<file path="src/rtl/lcdns_pkg.sv">
`timescale 1ns / 1ps
`default_nettype none

package lcdns_pkg;

  typedef enum logic [1:0] {
    REQ_CMD   = 2'd0,
    REQ_DATA  = 2'd1,
    REQ_LIGHT = 2'd2,
    REQ_NONE  = 2'd3
  } req_type_t;

  typedef enum logic [1:0] {
    EV_SHIFT  = 2'd0,
    EV_LATCH  = 2'd1,
    EV_ENABLE = 2'd2
  } ev_kind_t;

  typedef struct packed {
    ev_kind_t kind;
    logic     data_bit;
    logic     last;
  } lcdns_ev_t;

  localparam logic [7:0] RS_BIT    = 8'h80;
  localparam logic [7:0] LED_BIT   = 8'h01;
  localparam logic [7:0] DATA_MASK = 8'h1E;

  localparam int unsigned CNT_W = 5;
  // events per nibble: 8 shifts, latch, enable
  localparam logic [CNT_W-1:0] NIB_EVENTS = 5'd10;
  localparam logic [CNT_W-1:0] LATCH_SLOT = 5'd8;
  localparam logic [CNT_W-1:0] LIGHT_LAST = 5'd8;
  localparam logic [CNT_W-1:0] BYTE_LAST  = 5'd19;

endpackage

`default_nettype wire

</file>
<file path="src/rtl/lcdns_seq.sv">
`timescale 1ns / 1ps
`default_nettype none

module lcdns_seq (
  input  wire logic                 clk,
  input  wire logic                 rst_n,
  input  wire logic                 req_valid,
  output logic                      req_ready,
  input  wire logic [1:0]           req_type,
  input  wire logic [7:0]           req_value,
  input  wire logic                 ev_ready,
  output logic                      ev_valid,
  output lcdns_pkg::lcdns_ev_t      ev
);

  logic                         busy_r, busy_nxt;
  logic [lcdns_pkg::CNT_W-1:0]  cnt_r, cnt_nxt;
  logic [7:0]                   shadow_r, shadow_nxt;
  logic [7:0]                   hi_r, hi_nxt;
  logic [7:0]                   lo_r, lo_nxt;
  logic                         light_r, light_nxt;

  logic                         step;
  logic                         accept;
  logic                         second;
  logic [lcdns_pkg::CNT_W-1:0]  slot;
  logic [7:0]                   cur;
  logic [7:0]                   rs_byte;
  logic [7:0]                   hi_byte;
  logic [7:0]                   lo_byte;
  logic [7:0]                   led_byte;

  function automatic logic [7:0] place_nibble(input logic [7:0] base, input logic [3:0] nib);
    place_nibble = (base & ~lcdns_pkg::DATA_MASK) |
                   {3'b000, nib[0], nib[1], nib[2], nib[3], 1'b0};
  endfunction

  assign second = (cnt_r >= lcdns_pkg::NIB_EVENTS);
  assign slot   = second ? (cnt_r - lcdns_pkg::NIB_EVENTS) : cnt_r;
  assign cur    = second ? lo_r : hi_r;

  always_comb begin
    ev.data_bit = 1'b0;
    ev.kind     = lcdns_pkg::EV_SHIFT;
    if (slot < lcdns_pkg::LATCH_SLOT) begin
      ev.data_bit = cur[~slot[2:0]];
    end else if (slot == lcdns_pkg::LATCH_SLOT) begin
      ev.kind = lcdns_pkg::EV_LATCH;
    end else begin
      ev.kind = lcdns_pkg::EV_ENABLE;
    end
    ev.last = light_r ? (cnt_r == lcdns_pkg::LIGHT_LAST) : (cnt_r == lcdns_pkg::BYTE_LAST);
  end

  assign ev_valid  = busy_r;
  assign step      = busy_r && ev_ready;
  assign req_ready = !busy_r || (step && ev.last);
  assign accept    = req_valid && req_ready;

  assign rs_byte  = (req_type == lcdns_pkg::REQ_DATA) ? (shadow_r | lcdns_pkg::RS_BIT)
                                                      : (shadow_r & ~lcdns_pkg::RS_BIT);
  assign hi_byte  = place_nibble(rs_byte, req_value[7:4]);
  assign lo_byte  = place_nibble(hi_byte, req_value[3:0]);
  assign led_byte = (req_value == 8'd1) ? (shadow_r | lcdns_pkg::LED_BIT)
                                        : (shadow_r & ~lcdns_pkg::LED_BIT);

  always_comb begin
    busy_nxt   = busy_r;
    cnt_nxt    = cnt_r;
    shadow_nxt = shadow_r;
    hi_nxt     = hi_r;
    lo_nxt     = lo_r;
    light_nxt  = light_r;
    if (step) begin
      cnt_nxt = cnt_r + 1'b1;
      if (ev.last) begin
        busy_nxt = 1'b0;
      end
    end
    if (accept) begin
      cnt_nxt = '0;
      unique case (lcdns_pkg::req_type_t'(req_type))
        lcdns_pkg::REQ_CMD, lcdns_pkg::REQ_DATA: begin
          busy_nxt   = 1'b1;
          light_nxt  = 1'b0;
          hi_nxt     = hi_byte;
          lo_nxt     = lo_byte;
          shadow_nxt = lo_byte;
        end
        lcdns_pkg::REQ_LIGHT: begin
          busy_nxt   = 1'b1;
          light_nxt  = 1'b1;
          hi_nxt     = led_byte;
          lo_nxt     = led_byte;
          shadow_nxt = led_byte;
        end
        default: begin
          // drop unused request type
        end
      endcase
    end
  end

  always_ff @(posedge clk) begin
    if (!rst_n) begin
      busy_r   <= 1'b0;
      cnt_r    <= '0;
      shadow_r <= '0;
      light_r  <= 1'b0;
    end else begin
      busy_r   <= busy_nxt;
      cnt_r    <= cnt_nxt;
      shadow_r <= shadow_nxt;
      light_r  <= light_nxt;
    end
    hi_r <= hi_nxt;
    lo_r <= lo_nxt;
  end

`ifndef SYNTHESIS
  a_cnt_range: assert property (@(posedge clk) disable iff (!rst_n)
    busy_r |-> cnt_r <= lcdns_pkg::BYTE_LAST)
    else $error("event counter past end of byte sequence");
  a_light_range: assert property (@(posedge clk) disable iff (!rst_n)
    (busy_r && light_r) |-> cnt_r <= lcdns_pkg::LIGHT_LAST)
    else $error("event counter past end of backlight sequence");
  a_overlap: assert property (@(posedge clk) disable iff (!rst_n)
    (busy_r && req_ready) |-> (ev_ready && ev.last))
    else $error("new request taken before sequence ends");
  a_rw_low: assert property (@(posedge clk) disable iff (!rst_n)
    1'b1 |=> (shadow_r[6] == 1'b0 && shadow_r[5] == 1'b0))
    else $error("read/write or unused shadow bit set");
`endif

endmodule

`default_nettype wire

</file>
<file path="src/rtl/lcd_nibble_shift_serializer.sv">
`timescale 1ns / 1ps
`default_nettype none
// LCD 4-bit serializer over an 8-bit shift latch.
// Input stream: in_tuser = request type (0 command, 1 data, 2 backlight, 3 ignored),
// in_tdata = byte value. Output stream: one word per pin event; out_tuser is the
// event kind (0 shift, 1 latch, 2 enable), out_tdata[0] the serial data level,
// out_tlast marks the final event of a request.
// A command or data byte yields 20 events (per nibble: 8 shifts MSB first, latch,
// enable); a backlight request yields 9 events (8 shifts, latch).
// The first event passes the sequencer state register, then the output register.
// Throughput: one event per cycle from the event counter while out_tready is high;
// the next request is taken in the cycle its predecessor's last event moves to
// the output register, so requests run back to back. Type 3 is taken and dropped
// without events.
// Reset (rst_n low, synchronous) clears the shadow latch byte and the sequencer.
// When the receiver holds out_tready low, the output word and the sequencer hold,
// and in_tready stays low until the last event can advance.
module lcd_nibble_shift_serializer (
  input  wire logic       clk,
  input  wire logic       rst_n,
  input  wire logic       in_tvalid,
  output logic            in_tready,
  input  wire logic [7:0] in_tdata,   // [7:0] value
  input  wire logic [1:0] in_tuser,   // [1:0] req_type
  output logic            out_tvalid,
  input  wire logic       out_tready,
  output logic [7:0]      out_tdata,  // [0] data_bit, [7:1] zero
  output logic [1:0]      out_tuser,  // [1:0] event_kind
  output logic            out_tlast
);

  logic                 ev_valid;
  logic                 ev_ready;
  lcdns_pkg::lcdns_ev_t ev;
  logic                 out_valid_r, out_valid_nxt;
  lcdns_pkg::lcdns_ev_t out_ev_r, out_ev_nxt;

  lcdns_seq u_seq (
    .clk       (clk),
    .rst_n     (rst_n),
    .req_valid (in_tvalid),
    .req_ready (in_tready),
    .req_type  (in_tuser),
    .req_value (in_tdata),
    .ev_ready  (ev_ready),
    .ev_valid  (ev_valid),
    .ev        (ev)
  );

  assign ev_ready = !out_valid_r || out_tready;

  always_comb begin
    out_valid_nxt = out_valid_r;
    out_ev_nxt    = out_ev_r;
    if (ev_ready) begin
      out_valid_nxt = ev_valid;
      out_ev_nxt    = ev;
    end
  end

  always_ff @(posedge clk) begin
    if (!rst_n) begin
      out_valid_r <= 1'b0;
    end else begin
      out_valid_r <= out_valid_nxt;
    end
    out_ev_r <= out_ev_nxt;
  end

  assign out_tvalid = out_valid_r;
  assign out_tdata  = {7'd0, out_ev_r.data_bit};
  assign out_tuser  = out_ev_r.kind;
  assign out_tlast  = out_ev_r.last;

`ifndef SYNTHESIS
  a_last_kind: assert property (@(posedge clk) disable iff (!rst_n)
    (out_valid_r && out_ev_r.last) |-> out_ev_r.kind != lcdns_pkg::EV_SHIFT)
    else $error("last marker on a shift event");
  a_pulse_low: assert property (@(posedge clk) disable iff (!rst_n)
    (out_valid_r && out_ev_r.kind != lcdns_pkg::EV_SHIFT) |-> !out_ev_r.data_bit)
    else $error("data level set on a pulse event");
`endif

endmodule

`default_nettype wire

</file>
<file path="config.mk">
export PLATFORM = sky130hd
export DESIGN_NAME = lcd_nibble_shift_serializer
export DESIGN_NICKNAME = d
export VERILOG_FILES = /design/src/rtl/lcdns_pkg.sv /design/src/rtl/lcdns_seq.sv /design/src/rtl/lcd_nibble_shift_serializer.sv
export SDC_FILE = /design/constraint.sdc
export NUM_CORES = 1
export LEC_CHECK = 0
export BUFFER_PORTS_ARGS = -buffer_cell sky130_fd_sc_hd__buf_2
export CORE_UTILIZATION = 59
export CTS_CLUSTER_DIAMETER = 120
export DETAILED_ROUTE_END_ITERATION = 10
export MAX_ROUTING_LAYER = met4
export PLACE_DENSITY = 0.83
export SYNTH_ARGS = -nofsm -noshare
export SYNTH_HDL_FRONTEND = slang
export SYNTH_SLANG_ARGS = --single-unit
</file>
<file path="constraint.sdc">
create_clock -name clk -period 3.01 [get_ports clk]
set_input_delay 0.301 -clock clk [delete_from_list [all_inputs] [get_ports clk]]
set_output_delay 0.301 -clock clk [all_outputs]
set_load 0.01 [all_outputs]
</file>
==> impl_metrics.json <==
{
  "grt.total_usage_pct": 23.5,
  "avgSynthCellArea_um2": 9.07,
  "area.growth.synth_to_final_pct": 7.80,
  "fin_ws_ps": 615,
  "clk_pin_slew_ps": 150,
  "core_mm2": 0.00250,
  "dr.pass1.iters": 4,
  "maxSlewViolCount": 0,
  "drive_above_1_share_pct": 15.2,
  "cp_slowest_cell": "dfxtp_1",
  "htree_num_levels": 1,
  "hpwl_um": 2180,
  "critPathMaxStageDelay_ps": 630,
  "p_leak_nw": 0.748,
  "fin_tns_setup_ps": 0,
  "vdd_drop_max_mv": 0.422,
  "route.detailed.drc": 0,
  "rsz0062_at_grt": "no",
  "die_y_um": 53.9,
  "min_period_ps": 2390,
  "hold_class": "in2reg",
  "fmaxAchievable_mhz": 418,
  "root_buffer": "clkbuf_4",
  "max_slew_margin_pct": 61.5,
  "dp_slack_ps": 645,
  "crit_fanout": 14,
  "skew_ps": 1.20,
  "ctsHoldBuffers": 0,
  "gr-max-usage-layer": "met2",
  "grtUsageMet3_pct": 3.39,
  "initial_core_util_pct": 63.5,
  "place_congestion": 0.971,
  "insertion_delay_ps": 330,
  "postRouteAntennaNets": 0,
  "post_cts_buffers": 0,
  "synth.top_cells.by_count": "nand2_1 (42), dfxtp_1 (14), edfxtp_1 (14), nor2_1 (11)",
  "hold_viol": 0,
  "cts_buffers": 3,
  "cts_tree": "done",
  "cts.sinks": 28,
  "synth-edff-count": 14,
  "crit_chain": "inv_1 > ha_1 > nor2b_1 > nor3_4 > mux2_2 > o22ai_1 > nand2_1",
  "critical_path_class": "reg2reg",
  "ys_types": 48,
  "ys_ff_latch": 28,
  "cp.required_ps": 3120,
  "cts.path.max_buffers": 2,
  "synth_warnings": 0,
  "grt_util_met1_pct": 28.7,
  "grt_pass1_vias": 1077,
  "period_share_pct": 79.6,
  "vias_per_cell": 5.70,
  "synth_ff_type": "edfxtp_1",
  "post_cts_resize_count": 0,
  "tightest_slew_ps": 577,
  "yosysTopAreaCell": "edfxtp_1",
  "pin_count": 27,
  "syn_area_mm2": 0.00159,
  "grt_first_pass_wirelength_um": 4730,
  "wl_per_cell_um": 13.3,
  "power.density_mw_per_mm2": 447,
  "gr-usage-met2_pct": 39.7,
  "syn_inst": 175,
  "die-area_mm2": 0.00290,
  "cp-start-kind": "flop",
  "async_flop_share_pct": 0,
  "synth_top_area_share_pct": 26.5,
  "antenna_found_initial": 0,
  "setup_viol": 0,
  "antenna_cells": 0,
  "worstSetupEndpointType": "flop",
  "num_rows": 18,
  "nets": 210,
  "drt_wl_total_um": 2950,
  "synth_area_leaders": "edfxtp_1 (26%), dfxtp_1 (18%), nand2_1 (9.9%)",
  "fp.dieW_um": 53.9,
  "drt_iter0_drc": 16,
  "cp.arrival_ps": 2500,
  "via_count": 1259,
  "maxCapViolations": 0,
  "portBuffers": 19,
  "grt_max_degree": 17,
  "ys_seq_area_share_pct": 44.1,
  "yosysMostFrequentCell": "nand2_1",
  "grt_overflow": 0,
  "outcome": "finished clean",
  "fill_cells": 198
}
-- layout by cell type (no fill, tap or decap), types with 4 or more instances in the layout --
cell type,netlist,routed
nand2_1,42,42
buf_2,1,19
edfxtp_1,14,14
dfxtp_1,14,14
nor2_1,11,11
nand3_1,7,7
conb_1,1,7
inv_1,6,6
mux2i_1,6,6
a21oi_1,5,5
nor2b_1,4,4
ha_1,4,4
-- flip-flops by register name (all words and copies together), names as in the netlist --
name            flops
out_tdata           1
out_tlast           1
out_tuser           2
out_tvalid          1
u_seq.cnt_r         5
u_seq.ev_valid      1
u_seq.hi_r          4
u_seq.light_r       1
u_seq.lo_r          6
u_seq.shadow_r      6
-- critical path, delay by kind of cell (launching register included) --
kind	cells	cell delay [ps]
DFF	1	630
adders and majority gates	1	300
buffers and inverters	1	180
muxes	1	330
and+or+nand+nor	3	570
AOI/OAI and AO/OA	1	160
-- final cells by class --
cell class	instances	area [um2]	area share, %
multi-input combinational	133	800	46.7
sequential	28	701	40.9
timing repair buffer	19	95.1	5.56
tap	30	37.5	2.19
clock inverter	1	30.0	1.75
inverter	7	26.3	1.54
clock buffer	3	22.5	1.32
-- path summary, 6_finish.rpt --
kind                          start           endpoint  slack [ps]  depth (start not counted)
setup / recovery     u_seq.cnt_r[1]       out_tuser[1]         620                          7
hold / removal          in_tuser[0]  u_seq.shadow_r[7]         240                          2
setup reg to reg     u_seq.cnt_r[1]       out_tuser[1]         620                          7
hold reg to reg   u_seq.shadow_r[2]  u_seq.shadow_r[2]         470                          2
-- logic make-up (layout without fill, tap and decap cells) --
| logic type | count (synthesis) | count (layout) | synth area share (%) |
|---|---|---|---|
| compound gates | 27 | 27 | 12.6 |
| xor+xnor | 5 | 5 | 2.76 |
| fa+ha+maj | 4 | 4 | 3.15 |
| buf+inv | 20 | 30 | 6.93 |
| flops | 28 | 28 | 44.1 |
| mux | 7 | 7 | 4.49 |
| other cells | 1 | 7 | 0.236 |
| simple gates | 83 | 83 | 25.7 |
-- power by group --
group          total (W)  internal [W]  switching (W)
Combinational  0.0000823     0.0000317      0.0000506
Clock           0.000247      0.000135       0.000112
Sequential      0.000436      0.000423      0.0000133
Total           0.000765      0.000589       0.000176
-- through the flow --
stage          cell area (um2)  power (W)  utilization, %  std cells  hold slack [ps]
2_1_floorplan             1610   0.000503               -        181              438
3_3_place_gp              1660   0.000522            66.4        217              447
3_5_place_dp              1660   0.000526            66.4        217              460
4_1_cts                   1710   0.000763            68.5        221              244
5_1_grt                   1710   0.000792            68.5        221              246
6_report                  1710   0.000765            68.5        221              245
-- routing by layer --
metal | vias to the layer above | wire [um]
li1 | 633 | -
met1 | 581 | 1340
met2 | 40 | 1480
met3 | 5 | 100
met4 | 0 | 36
met5 | - | 0
Power figures use the tool's default switching activity.
